**config.mk**
```make
export PLATFORM = sky130hd
export DESIGN_NAME = block_variance_sse
export DESIGN_NICKNAME = d
export VERILOG_FILES = /design/src/sv/bvs_pkg.sv /design/src/sv/block_variance_sse.sv /design/src/sv/bvs_diff_sq.sv /design/src/sv/bvs_accum.sv /design/src/sv/bvs_finish.sv
export SDC_FILE = /design/constraint.sdc
export NUM_CORES = 2
export LEC_CHECK = 0
export ABC_AREA = 1
export BUFFER_PORTS_ARGS = -buffer_cell sky130_fd_sc_hd__clkbuf_2
export CAP_MARGIN = 20
export CORE_MARGIN = 5
export CORE_UTILIZATION = 45
export DETAILED_ROUTE_END_ITERATION = 12
export GPL_ROUTABILITY_DRIVEN = 1
export PLACE_DENSITY = 0.68
export RECOVER_POWER = 100
export SLEW_MARGIN = 20
export SYNTH_ARGS = -nofsm -noshare
export SYNTH_HDL_FRONTEND = slang
export SYNTH_HIERARCHICAL = 1
export SYNTH_SLANG_ARGS = --single-unit
```
**constraint.sdc**
```tcl
create_clock -name i_clk -period 15 [get_ports i_clk]
set_input_delay 1.5 -clock i_clk [delete_from_list [all_inputs] [get_ports i_clk]]
set_output_delay 1.5 -clock i_clk [all_outputs]
set_load 0.01 [all_outputs]
```
**src/sv/bvs_pkg.sv**
```systemverilog
// ----------------------------------------------------------------------------
// bvs_pkg: shared types and constants
// register map, config struct and size clamp for the variance block
// ----------------------------------------------------------------------------
package bvs_pkg;

    localparam int CFG_IDX_W  = 2;
    localparam int CFG_DATA_W = 3;
    localparam int DIM_W      = 3;
    localparam int OUT_W      = 32;

    localparam logic [DIM_W-1:0] DIM_RESET = 3'd4;
    localparam logic [DIM_W-1:0] DIM_MIN   = 3'd2;

    typedef enum logic [CFG_IDX_W-1:0] {
        CFG_WIDTH_LOG2  = 2'd0,
        CFG_HEIGHT_LOG2 = 2'd1,
        CFG_MSE_MODE    = 2'd2
    } t_cfg_idx;

    typedef struct packed {
        logic [DIM_W-1:0] width_log2;
        logic [DIM_W-1:0] height_log2;
        logic             mse_mode;
    } t_cfg_regs;

    // out-of-range sizes fold to the nearest legal one
    function automatic logic [DIM_W-1:0] clamp_dim(input logic [DIM_W-1:0] v,
                                                   input logic [DIM_W-1:0] maxv);
        logic [DIM_W-1:0] r;
        if (v < DIM_MIN) begin
            r = DIM_MIN;
        end else if (v > maxv) begin
            r = maxv;
        end else begin
            r = v;
        end
        return r;
    endfunction

endpackage

```
**src/sv/block_variance_sse.sv**
```systemverilog
// ----------------------------------------------------------------------------
// block_variance_sse: streaming block variance and sse
// one source/reference pixel pair per word, one result word per block
// ----------------------------------------------------------------------------
//  channel  | direction | handshake                | payload
//  ---------+-----------+--------------------------+-----------------------------
//  pixels   | in        | i_valid / o_ready        | i_src_pixel, i_ref_pixel
//  result   | out       | o_valid / i_ready        | o_variance, o_sse_out
//  config   | in        | i_cfg_valid / o_cfg_ready| i_cfg_index, i_cfg_data
//
//  one pixel word per cycle unless a final pixel waits on a stalled result;
//  every stage holds a register, the only loop is the sum/sse/count update
//  in the accumulator; block totals then pass the product and output registers
//  reset: sizes 16x16, variance mode, sums and count cleared, pipeline empty
//  a stalled result holds the finish stage and the block totals; o_ready drops
//  only once the pipeline is full; non-final pixels still drain into the sums
// ----------------------------------------------------------------------------
module block_variance_sse #(
    parameter int MAX_DIM_LOG2 = 6,
    parameter int PIXEL_BITS   = 16
) (
    input  logic                              i_clk,
    input  logic                              i_rst_n,
    // pixel words
    input  logic                              i_valid,
    output logic                              o_ready,
    input  logic [PIXEL_BITS-1:0]             i_src_pixel,
    input  logic [PIXEL_BITS-1:0]             i_ref_pixel,
    // result words
    output logic                              o_valid,
    input  logic                              i_ready,
    output logic [bvs_pkg::OUT_W-1:0]         o_variance,
    output logic [bvs_pkg::OUT_W-1:0]         o_sse_out,
    // register writes
    input  logic                              i_cfg_valid,
    output logic                              o_cfg_ready,
    input  logic [bvs_pkg::CFG_IDX_W-1:0]     i_cfg_index,
    input  logic [bvs_pkg::CFG_DATA_W-1:0]    i_cfg_data
);

    localparam int DIFF_W  = PIXEL_BITS + 1;
    localparam int SQ_W    = 2 * PIXEL_BITS;
    localparam int CNT_W   = 2 * MAX_DIM_LOG2;
    localparam int SUM_W   = PIXEL_BITS + 1 + CNT_W;
    localparam int SHIFT_W = $clog2(CNT_W + 1);

    // configuration registers
    bvs_pkg::t_cfg_regs r_cfg;

    // input register
    logic                   r_a_valid;
    logic [PIXEL_BITS-1:0]  r_a_src;
    logic [PIXEL_BITS-1:0]  r_a_ref;

    // stage links
    logic                          b_in_ready;
    logic                          b_valid;
    logic signed [DIFF_W-1:0]      b_diff;
    logic [SQ_W-1:0]               b_sq;
    logic                          acc_in_ready;
    logic                          c_valid;
    logic signed [SUM_W-1:0]       c_sum;
    logic [bvs_pkg::OUT_W-1:0]     c_sse;
    logic [SHIFT_W-1:0]            c_shift;
    logic                          c_mse;
    logic                          fin_in_ready;

    // writes are always taken; an unknown index is dropped
    assign o_cfg_ready = 1'b1;

    always_ff @(posedge i_clk) begin
        if (!i_rst_n) begin
            r_cfg.width_log2  <= bvs_pkg::DIM_RESET;
            r_cfg.height_log2 <= bvs_pkg::DIM_RESET;
            r_cfg.mse_mode    <= 1'b0;
        end else if (i_cfg_valid) begin
            case (bvs_pkg::t_cfg_idx'(i_cfg_index))
                bvs_pkg::CFG_WIDTH_LOG2: begin
                    r_cfg.width_log2 <= i_cfg_data[bvs_pkg::DIM_W-1:0];
                end
                bvs_pkg::CFG_HEIGHT_LOG2: begin
                    r_cfg.height_log2 <= i_cfg_data[bvs_pkg::DIM_W-1:0];
                end
                bvs_pkg::CFG_MSE_MODE: begin
                    r_cfg.mse_mode <= i_cfg_data[0];
                end
                default: begin
                end
            endcase
        end
    end

    // pixel input register
    assign o_ready = !r_a_valid || b_in_ready;

    always_ff @(posedge i_clk) begin
        if (!i_rst_n) begin
            r_a_valid <= 1'b0;
        end else if (o_ready) begin
            r_a_valid <= i_valid;
        end
        if (o_ready && i_valid) begin
            r_a_src <= i_src_pixel;
            r_a_ref <= i_ref_pixel;
        end
    end

    bvs_diff_sq #(
        .PIXEL_BITS(PIXEL_BITS)
    ) u_diff_sq (
        .i_clk       (i_clk),
        .i_rst_n     (i_rst_n),
        .i_in_valid  (r_a_valid),
        .o_in_ready  (b_in_ready),
        .i_src       (r_a_src),
        .i_ref       (r_a_ref),
        .o_out_valid (b_valid),
        .i_out_ready (acc_in_ready),
        .o_diff      (b_diff),
        .o_sq        (b_sq)
    );

    bvs_accum #(
        .PIXEL_BITS   (PIXEL_BITS),
        .MAX_DIM_LOG2 (MAX_DIM_LOG2)
    ) u_accum (
        .i_clk       (i_clk),
        .i_rst_n     (i_rst_n),
        .i_cfg       (r_cfg),
        .i_in_valid  (b_valid),
        .o_in_ready  (acc_in_ready),
        .i_diff      (b_diff),
        .i_sq        (b_sq),
        .o_out_valid (c_valid),
        .i_out_ready (fin_in_ready),
        .o_sum       (c_sum),
        .o_sse       (c_sse),
        .o_shift     (c_shift),
        .o_mse       (c_mse)
    );

    bvs_finish #(
        .SUM_W   (SUM_W),
        .SHIFT_W (SHIFT_W)
    ) u_finish (
        .i_clk      (i_clk),
        .i_rst_n    (i_rst_n),
        .i_in_valid (c_valid),
        .o_in_ready (fin_in_ready),
        .i_sum      (c_sum),
        .i_sse      (c_sse),
        .i_shift    (c_shift),
        .i_mse      (c_mse),
        .o_valid    (o_valid),
        .i_ready    (i_ready),
        .o_variance (o_variance),
        .o_sse_out  (o_sse_out)
    );

endmodule

```
**src/sv/bvs_diff_sq.sv**
```systemverilog
// ----------------------------------------------------------------------------
// bvs_diff_sq: difference and square stage
// registers the signed difference and its exact square for one pixel pair
// ----------------------------------------------------------------------------
module bvs_diff_sq #(
    parameter int PIXEL_BITS = 16
) (
    input  logic                          i_clk,
    input  logic                          i_rst_n,
    input  logic                          i_in_valid,
    output logic                          o_in_ready,
    input  logic [PIXEL_BITS-1:0]         i_src,
    input  logic [PIXEL_BITS-1:0]         i_ref,
    output logic                          o_out_valid,
    input  logic                          i_out_ready,
    output logic signed [PIXEL_BITS:0]    o_diff,
    output logic [2*PIXEL_BITS-1:0]       o_sq
);

    logic                        r_valid;
    logic signed [PIXEL_BITS:0]  r_diff;
    logic [2*PIXEL_BITS-1:0]     r_sq;
    logic signed [PIXEL_BITS:0]  n_diff;
    logic [PIXEL_BITS-1:0]       n_mag;
    logic [2*PIXEL_BITS-1:0]     n_sq;

    assign o_in_ready = !r_valid || i_out_ready;

    always_comb begin
        n_diff = $signed({1'b0, i_src}) - $signed({1'b0, i_ref});
        // magnitude from two parallel subtracts
        n_mag  = (i_src > i_ref) ? (i_src - i_ref) : (i_ref - i_src);
        n_sq   = n_mag * n_mag;
    end

    always_ff @(posedge i_clk) begin
        if (!i_rst_n) begin
            r_valid <= 1'b0;
        end else if (o_in_ready) begin
            r_valid <= i_in_valid;
        end
        if (o_in_ready && i_in_valid) begin
            r_diff <= n_diff;
            r_sq   <= n_sq;
        end
    end

    assign o_out_valid = r_valid;
    assign o_diff      = r_diff;
    assign o_sq        = r_sq;

endmodule

```
**src/sv/bvs_accum.sv**
```systemverilog
// ----------------------------------------------------------------------------
// bvs_accum: block accumulator
// running sums and pixel count; hands the block totals on at the last pixel
// ----------------------------------------------------------------------------
module bvs_accum #(
    parameter int PIXEL_BITS   = 16,
    parameter int MAX_DIM_LOG2 = 6,
    localparam int DIFF_W  = PIXEL_BITS + 1,
    localparam int SQ_W    = 2 * PIXEL_BITS,
    localparam int CNT_W   = 2 * MAX_DIM_LOG2,
    localparam int SUM_W   = PIXEL_BITS + 1 + CNT_W,
    localparam int SHIFT_W = $clog2(CNT_W + 1)
) (
    input  logic                         i_clk,
    input  logic                         i_rst_n,
    input  bvs_pkg::t_cfg_regs           i_cfg,
    input  logic                         i_in_valid,
    output logic                         o_in_ready,
    input  logic signed [DIFF_W-1:0]     i_diff,
    input  logic [SQ_W-1:0]              i_sq,
    output logic                         o_out_valid,
    input  logic                         i_out_ready,
    output logic signed [SUM_W-1:0]      o_sum,
    output logic [bvs_pkg::OUT_W-1:0]    o_sse,
    output logic [SHIFT_W-1:0]           o_shift,
    output logic                         o_mse
);

    logic signed [SUM_W-1:0]        r_sum;
    logic [bvs_pkg::OUT_W-1:0]      r_sse;
    logic [CNT_W-1:0]               r_count;
    logic                           r_c_valid;
    logic signed [SUM_W-1:0]        r_c_sum;
    logic [bvs_pkg::OUT_W-1:0]      r_c_sse;
    logic [SHIFT_W-1:0]             r_c_shift;
    logic                           r_c_mse;

    logic signed [SUM_W-1:0]        n_sum;
    logic [bvs_pkg::OUT_W-1:0]      n_sse;
    logic [CNT_W:0]                 n_count;
    logic [CNT_W:0]                 total;
    logic [SHIFT_W-1:0]             shift;
    logic                           last;
    logic                           take;

    always_comb begin
        shift = SHIFT_W'(bvs_pkg::clamp_dim(i_cfg.width_log2,
                                            bvs_pkg::DIM_W'(MAX_DIM_LOG2)))
              + SHIFT_W'(bvs_pkg::clamp_dim(i_cfg.height_log2,
                                            bvs_pkg::DIM_W'(MAX_DIM_LOG2)));
        total   = (CNT_W + 1)'(1) << shift;
        n_count = {1'b0, r_count} + (CNT_W + 1)'(1);
        // a shrunk block size ends the block as soon as the count reaches or passes it
        last    = n_count >= total;
        n_sum   = r_sum + SUM_W'(i_diff);
        n_sse   = r_sse + bvs_pkg::OUT_W'(i_sq);
    end

    assign o_in_ready = !last || !r_c_valid || i_out_ready;
    assign take       = i_in_valid && o_in_ready;

    always_ff @(posedge i_clk) begin
        if (!i_rst_n) begin
            r_sum     <= '0;
            r_sse     <= '0;
            r_count   <= '0;
            r_c_valid <= 1'b0;
        end else begin
            if (take) begin
                if (last) begin
                    r_sum   <= '0;
                    r_sse   <= '0;
                    r_count <= '0;
                end else begin
                    r_sum   <= n_sum;
                    r_sse   <= n_sse;
                    r_count <= n_count[CNT_W-1:0];
                end
            end
            if (!r_c_valid || i_out_ready) begin
                r_c_valid <= take && last;
            end
        end
        if (take && last && (!r_c_valid || i_out_ready)) begin
            r_c_sum   <= n_sum;
            r_c_sse   <= n_sse;
            r_c_shift <= shift;
            r_c_mse   <= i_cfg.mse_mode;
        end
    end

    assign o_out_valid = r_c_valid;
    assign o_sum       = r_c_sum;
    assign o_sse       = r_c_sse;
    assign o_shift     = r_c_shift;
    assign o_mse       = r_c_mse;

endmodule

```
**src/sv/bvs_finish.sv**
```systemverilog
// ----------------------------------------------------------------------------
// bvs_finish: variance finish
// squares the block sum, scales it down and forms the result word
// ----------------------------------------------------------------------------
module bvs_finish #(
    parameter int SUM_W   = 29,
    parameter int SHIFT_W = 4,
    localparam int PROD_W = 2 * SUM_W
) (
    input  logic                         i_clk,
    input  logic                         i_rst_n,
    input  logic                         i_in_valid,
    output logic                         o_in_ready,
    input  logic signed [SUM_W-1:0]      i_sum,
    input  logic [bvs_pkg::OUT_W-1:0]    i_sse,
    input  logic [SHIFT_W-1:0]           i_shift,
    input  logic                         i_mse,
    output logic                         o_valid,
    input  logic                         i_ready,
    output logic [bvs_pkg::OUT_W-1:0]    o_variance,
    output logic [bvs_pkg::OUT_W-1:0]    o_sse_out
);

    logic                          r_d_valid;
    logic [PROD_W-1:0]             r_d_prod;
    logic [bvs_pkg::OUT_W-1:0]     r_d_sse;
    logic [SHIFT_W-1:0]            r_d_shift;
    logic                          r_d_mse;
    logic                          r_valid;
    logic [bvs_pkg::OUT_W-1:0]     r_variance;
    logic [bvs_pkg::OUT_W-1:0]     r_sse_out;

    logic signed [PROD_W-1:0]      n_prod;
    logic [PROD_W-1:0]             scaled;
    logic [bvs_pkg::OUT_W-1:0]     n_variance;
    logic                          out_free;

    // signed square equals the square of the magnitude
    assign n_prod = i_sum * i_sum;

    always_comb begin
        scaled     = r_d_prod >> r_d_shift;
        n_variance = r_d_mse ? r_d_sse : (r_d_sse - bvs_pkg::OUT_W'(scaled));
    end

    assign out_free   = !r_valid || i_ready;
    assign o_in_ready = !r_d_valid || out_free;

    always_ff @(posedge i_clk) begin
        if (!i_rst_n) begin
            r_d_valid <= 1'b0;
            r_valid   <= 1'b0;
        end else begin
            if (o_in_ready) begin
                r_d_valid <= i_in_valid;
            end
            if (out_free) begin
                r_valid <= r_d_valid;
            end
        end
        if (o_in_ready && i_in_valid) begin
            r_d_prod  <= PROD_W'(n_prod);
            r_d_sse   <= i_sse;
            r_d_shift <= i_shift;
            r_d_mse   <= i_mse;
        end
        if (out_free && r_d_valid) begin
            r_variance <= n_variance;
            r_sse_out  <= r_d_sse;
        end
    end

    assign o_valid    = r_valid;
    assign o_variance = r_variance;
    assign o_sse_out  = r_sse_out;

endmodule

```
Yosys cells after proc, flatten, opt, wreduce, memory -nomap -nowiden
Cells that the tools add are included.

cells by class
  add/sub/neg operators = 8
  multipliers = 2
  magnitude comparators = 6
  equality and inequality tests = 2
  shifts and indexed selects = 2
  muxes and demuxes = 9
  reductions and logical operators = 24

operator list
  operator                                                              number
  32-bit 2-to-1 mux                                                     2
  29-bit by 29-bit multiplier with 58-bit output                        1
  58-bit by 4-bit right shift with 32-bit output                        1
  32-bit adder                                                          1
  16-bit by 16-bit multiplier with 32-bit output                        1
  16-bit subtractor                                                     2
  32-bit subtractor                                                     1
  29-bit by 17-bit adder with 29-bit output                             1
  29-bit 2-to-1 mux                                                     1
  16-bit by 16-bit subtractor with 17-bit output                        1
  16-bit greater-than comparator                                        1
  16-bit 2-to-1 mux                                                     1
  12-bit by 1-bit adder with 13-bit output, second input constant       1
  13-bit greater-or-equal comparator                                    1
  1-bit by 4-bit left shift with 13-bit output, first input constant    1
  12-bit 2-to-1 mux                                                     1
  3-bit 2-to-1 mux                                                      4
  1-bit logical AND                                                     7
  1-bit logical OR                                                      7
  3-bit greater-than comparator, second input constant                  2
  1-bit logical NOT                                                     6
  3-bit by 2-bit < comparator with 1-bit output, second input constant  2
  2-bit AND reduction                                                   3
  3-bit by 3-bit adder with 4-bit output                                1
  3 further kinds                                                       3

word-level totals
  bits in registers = 391
  input bits = 42
  output and inout port bits = 67
  logic and storage cells = 78

Logic depth before layout (Yosys ltp)
  depth in word-level cells = 12
  depth in mapped cells = 40
  mapped depth without buffers = 40

By module
Netlist, hierarchy kept.

by module, submodules not included
  module              instances  cells each  area an instance (um^2)  sequential area each (um^2)
  bvs_finish          1          3889        32796.5                  4454.3
  bvs_diff_sq         1          1362        11060.6                  1431.4
  bvs_accum           1          1477        9983.3                   3463.3
  block_variance_sse  1          86          1340.0                   1121.1

Worst setup path before layout
Ideal clock, no wire load.

  kind = reg-to-reg
  start = register u_accum.r_c_sum[5] (netlist: u_accum/o_sum[5])
  end = register u_finish.r_d_prod[46], data pin
  data arrival time = 6674 ps
  required time = 14748 ps
  path slack = 8074 ps
  stages on the path, launching flop included = 29
  period minus slack after synthesis = 6926 ps
  cell sequence = edfxtp_1 -> clkbuf_1 -> buf_1 -> nand2_1 -> fa_1 -> inv_1 -> fa_1 -> inv_1 -> fa_1 -> fa_1 -> inv_1 -> fa_1 -> inv_1 -> fa_1 -> fa_1 -> fa_1 -> inv_1 -> ha_1 -> nand2_1 -> nor2_1 -> nand2_1 -> inv_1 -> nand2_1 -> nor3_1 -> nand2_1 -> nand3_1 -> inv_1 -> nand2_1 -> nand2_1

between the ends
  word-level cells in the longest chain between the ends = 1

ends and longest elaborated chain
  what                                            line              RTL
  from (decl)                                     bvs_accum.sv:33   logic signed [SUM_W-1:0] r_c_sum;
  from (signal assigned)                          bvs_accum.sv:85   r_c_sum <= n_sum;
  29-bit by 29-bit multiplier with 58-bit output  bvs_finish.sv:39  assign n_prod = i_sum * i_sum;
  net u_finish.n_prod[46]                         bvs_finish.sv:33  logic signed [PROD_W-1:0] n_prod;
  to (signal assigned)                            bvs_finish.sv:62  r_d_prod <= PROD_W'(n_prod);
  to (decl)                                       bvs_finish.sv:25  logic [PROD_W-1:0] r_d_prod;

The timed path passes the listed nets, and every way through them passes these cells.
A chain may end at the register's enable or synchronous reset.

Worst setup path after layout
  start = register r_a_ref[6]
  end = register u_diff_sq.r_sq[27] (netlist: u_diff_sq/o_sq[27]), data pin

between the ends
  word-level cells in the longest chain between the ends = 3
  elaborated cells between the ends (all ways) = 5

ends and longest elaborated chain
  what                                                                        line                       RTL
  from (decl)                                                                 block_variance_sse.sv:53   logic [PIXEL_BITS-1:0] r_a_ref;
  from (signal assigned)                                                      block_variance_sse.sv:104  r_a_ref <= i_ref_pixel;
  16-bit subtractor / 16-bit greater-than comparator (equally long branches)  bvs_diff_sq.sv:32          n_mag = (i_src > i_ref) ? (i_src - i_ref) : (i_ref - i_src);
  16-bit 2-to-1 mux (*)                                                       bvs_diff_sq.sv:32
  16-bit by 16-bit multiplier with 32-bit output (*)                          bvs_diff_sq.sv:33          n_sq = n_mag * n_mag;
  net u_diff_sq.n_sq[27]                                                      bvs_diff_sq.sv:25          logic [2*PIXEL_BITS-1:0] n_sq;
  to (signal assigned)                                                        bvs_diff_sq.sv:44          r_sq <= n_sq;
  to (decl)                                                                   bvs_diff_sq.sv:22          logic [2*PIXEL_BITS-1:0] r_sq;

The timed path passes the listed nets; every way through them passes the cells marked *.

==> impl_summary.txt <==
----------------------------------------------------
[Worst setup path]
  Startpoint Class ... register
  R2R Path End ... u_diff_sq/o_sq[27]
  Master of the slowest instance on the critical path ... sky130_fd_sc_hd__o21ai_0
  Internal reg-to-reg setup slack ... 4.74 ns
  Count of cells along the worst register-to-register path ... 30
  Most used cell along the critical path ... sky130_fd_sc_hd__nand2_1
  Crit Reg-Reg Startpoint ... r_a_ref[6]
  Crit path from ... r_a_ref[6]
  CP endpoint kind ... register
  Highest net fanout along the worst path ... 23
  WP data required ... 15.32 ns
  Critical Setup Path Class ... register to register
  Data arrival time of the critical path ... 10.58 ns
  Slowest Stage Delay on Critical Path ... 1.50 ns

[Global route]
  Overall routing resource usage ... 23.8%
  Overflow after GRT ... 0
  Pin count of the biggest net entering global routing ... 74
  Number of global-route vias before repair ... 45.2k
  Global-route wire length before repair ... 246000 µm
  Antenna violations before repair ... 5

[CTS]
  Clock input transition at the sequential cells of the worst setup and hold paths ... 0.06 ns
  Clock tree buffer depth ... 3
  Count of cells resized by post-cts repair ... 0
  Number of sinks driven by the clock tree ... 377
  Clock latency of the later-clocked register in the worst-skew pair ... 0.59 ns
  Root buf cell ... sky130_fd_sc_hd__clkbuf_16
  CTS tree ... yes
  Setup fix buffers added after clock tree synthesis ... 0
  Number of buffers added by the clock tree synthesis step ... 42
  Number of levels in the clock H-tree ... 2
  Hold-fix buffers at CTS ... 0

[Routing]
  Avg Vias per Cell ... 5.05
  Detailed-route via count ... 43.0k
  Number of iterations in the first detailed-routing pass ... 6
  Post-detailed-route DRC marker count ... 0
  Routed Antenna Nets ... 0
  Number of violations reported at the end of detailed-routing iteration 0 ... 3110
  Total Wirelength ... 152000 µm
  WL/cell ... 17.9 µm

[Logic synthesis]
  Synthesized flop and latch total ... 377
  Part of the Yosys area used for sequential elements ... 19.0%
  Number of enable-type register cells in the synthesized netlist ... 292
  Post-synthesis area per instance ... 8.10 µm²
  Post-synthesis cell type with the largest combined area ... sky130_fd_sc_hd__fa_1
  Asr flop ratio synth ... 0%
  Net count after synthesis ... 8110
  Ranking of synthesized cells by instance count ... sky130_fd_sc_hd__nand2_1 (1724), sky130_fd_sc_hd__inv_1 (1693), sky130_fd_sc_hd__fa_1 (867)
  Count of cell types in the netlist ... 60
  Synth area leaders ... sky130_fd_sc_hd__fa_1 (31%), sky130_fd_sc_hd__edfxtp_1 (16%), sky130_fd_sc_hd__nand2_1 (12%), sky130_fd_sc_hd__inv_1 (12%), sky130_fd_sc_hd__ha_1 (8.8%)
  Area of the mapped netlist ... 55200 µm²
  Cell count after synthesis ... 6814
  Synth warnings ... 6
  Count leader, synth ... sky130_fd_sc_hd__nand2_1
  Top flip-flop cell by instance count after synthesis ... sky130_fd_sc_hd__edfxtp_1
  Share of Yosys cell area claimed by the top area cell type ... 31.5%

[STA]
  Transition at the pin with the smallest max-transition slack ... 4.10 ns
  Hold violation count in the final report ... 0
  Summed negative setup slack over all endpoints ... 0 ns
  Worst slew slack as a fraction of its limit ... -173%
  Final clock period utilization by the worst path ... 68.4%
  Post-Route Skew ... 0.0390 ns
  Clock period minus worst slack ... 10.26 ns
  Number of max-slew violations in the final report ... 491
  Setup repair after global routing missed its margin ... false
  Highest attainable clock frequency ... 0.0974 GHz
  Setup-failing EPs final ... 0

[Final layout]
  Synthesis-to-finish area growth ... 5.82%
  Cell area after layout ... 58400 µm²
  # nets final ... 8134
  Share of post-route cells with drive strength above 1 ... 3.36%

[Floorplan]
  Die Area ... 130000 µm²
  Placeable core region ... 122000 µm²
  Number of placement rows ... 128
  Initial cell density of the core ... 45.3%
  Number of primary I/O pins ... 109
  Die Y-Extent ... 360 µm
  Horiz. Die Dim ... 360 µm

[Placed design]
  Count of input and output buffers ... 107
  HPWL after detailed placement ... 123000 µm
  Dpl cell area ... 57200 µm²
  Weighted congestion at the end of routability-driven global placement ... 0.939

[Worst hold path]
  Terminating pin of the worst hold path ... u_finish/r_d_shift[0]
  Hold wc startpoint ... u_accum/o_shift[0]
  Hold path depth ... 0
  HP Class ... register to register

[Flow run]
  Max-capacitance violation count ... 11

[Status]
  Outcome ... finished, violations left
  Violations in the final reports ... capacitance limit, slew limit

----------------------------------------------------
registers in the layout, indices dropped and copies added (netlist names), 4 cells and up:
| signal | count |
|---|---|
| u_accum/r_count | 12 |
| u_finish/r_d_shift | 4 |
| u_accum/o_sse | 32 |
| u_diff_sq/o_sq | 31 |
| u_finish/o_variance | 32 |
| r_cfg | 7 |
| u_accum/o_shift | 4 |
| u_diff_sq/o_diff | 16 |
| u_accum/r_sse | 32 |
| r_a_ref | 16 |
| u_finish/o_sse_out | 32 |
| u_finish/r_d_sse | 32 |
| u_accum/o_sum | 29 |
| u_finish/r_d_prod | 46 |
| u_accum/r_sum | 29 |
| r_a_src | 16 |
per-layer routing:
layer,track usage (%),part of all wire (%),vias up
met5,0,0.018,-
met1,32.0,43,20900
met3,3.39,6.3,280
met2,40.6,48,1340
met4,6.26,3.0,4
li1,-,-,20500
cell type report:
type / count / area, µm²
multi-input cells: 4549 / 37200
inverters: 1720 / 6460
diodes: 3 / 7.51
repair buffers: 148 / 712
fillers: 11900 / 63500
clock inverters: 27 / 324
clock buffers: 51 / 1140
flip-flops and latches: 377 / 10500
well taps: 1625 / 2030
cells in the final DEF (no fill, tap or decap), types with 5 or more instances in the layout:
| cell type | instances |
|---|---|
| sky130_fd_sc_hd__o211ai_1 | 5 |
| sky130_fd_sc_hd__a21o_1 | 14 |
| sky130_fd_sc_hd__a21boi_0 | 5 |
| sky130_fd_sc_hd__or2_2 | 16 |
| sky130_fd_sc_hd__nand3_1 | 290 |
| sky130_fd_sc_hd__xor2_1 | 94 |
| sky130_fd_sc_hd__edfxtp_1 | 292 |
| sky130_fd_sc_hd__and2_0 | 23 |
| sky130_fd_sc_hd__o21ai_1 | 14 |
| sky130_fd_sc_hd__dfxtp_1 | 85 |
| sky130_fd_sc_hd__ha_1 | 387 |
| sky130_fd_sc_hd__clkbuf_16 | 43 |
| sky130_fd_sc_hd__a31oi_1 | 11 |
| sky130_fd_sc_hd__fa_1 | 867 |
| sky130_fd_sc_hd__xnor2_1 | 46 |
| sky130_fd_sc_hd__nor2_2 | 12 |
| sky130_fd_sc_hd__nor3_1 | 37 |
| sky130_fd_sc_hd__clkbuf_2 | 29 |
| sky130_fd_sc_hd__clkinv_2 | 5 |
| sky130_fd_sc_hd__buf_4 | 32 |
| sky130_fd_sc_hd__inv_1 | 1694 |
| sky130_fd_sc_hd__inv_2 | 20 |
| sky130_fd_sc_hd__nand2_2 | 17 |
| sky130_fd_sc_hd__o21bai_1 | 20 |
| sky130_fd_sc_hd__nor2_1 | 386 |
| sky130_fd_sc_hd__o21ai_0 | 145 |
| sky130_fd_sc_hd__a21oi_1 | 287 |
| sky130_fd_sc_hd__clkbuf_1 | 92 |
| sky130_fd_sc_hd__nand2_1 | 1733 |
| sky130_fd_sc_hd__and2_1 | 8 |
| sky130_fd_sc_hd__nand3b_1 | 19 |
| sky130_fd_sc_hd__o21a_1 | 6 |
| sky130_fd_sc_hd__nand4_1 | 34 |
| sky130_fd_sc_hd__mux2i_1 | 22 |
| sky130_fd_sc_hd__clkinv_1 | 6 |
| sky130_fd_sc_hd__nor2_4 | 5 |
| sky130_fd_sc_hd__clkinv_4 | 5 |
kinds of logic (layout without fill, tap and decap cells):
logic type / count (synthesis) / count (layout) / share of synthesized area (%)
AND/OR/NAND/NOR: 2602 / 2602 / 19.6
buffers and inverters: 1888 / 1946 / 13.3
other: 2 / 5 / 0.0136
adder cells (fa/ha/maj): 1254 / 1254 / 40.2
AO/OA/AOI/OAI: 527 / 527 / 5.27
flip-flops: 377 / 377 / 19.0
XOR/XNOR: 142 / 142 / 2.28
multiplexers: 22 / 22 / 0.399
worst max-delay path, delay by kind of cell, from the launching register on:
kind | cells | cell delay, ns
xor+xnor | 1 | 0.13
simple gates | 13 | 2.35
flops | 1 | 0.39
buf+inv | 5 | 1.33
compound gates | 3 | 1.97
fa+ha+maj | 8 | 3.81
stage by stage:
stage	setup WS, ns	hold WS [ns]	util (%)	cells
floorplan	8.07	0.400	-	6814
global placement	7.11	0.401	47.0	8419
detailed placement	6.98	0.405	47.0	8419
CTS	6.96	0.419	48.2	8497
global route	4.17	0.426	47.9	8497
finish	4.74	0.418	47.9	8500
worst max path at each step:
stage / endpoint / slack [ns] / cells after the start
2_1_floorplan: u_finish/r_d_prod[46] / 8.07 / 28
3_3_place_gp: u_finish/r_d_prod[40] / 7.11 / 23
3_5_place_dp: u_diff_sq/o_sq[27] / 6.98 / 34
4_1_cts: u_diff_sq/o_sq[27] / 6.96 / 34
5_1_grt: u_diff_sq/o_sq[27] / 4.17 / 30
6_report: u_diff_sq/o_sq[27] / 4.74 / 30
Power is left out: the tool's default activity adds up to more than one toggle a clock period on the data nets, which glitch-free logic cannot reach.
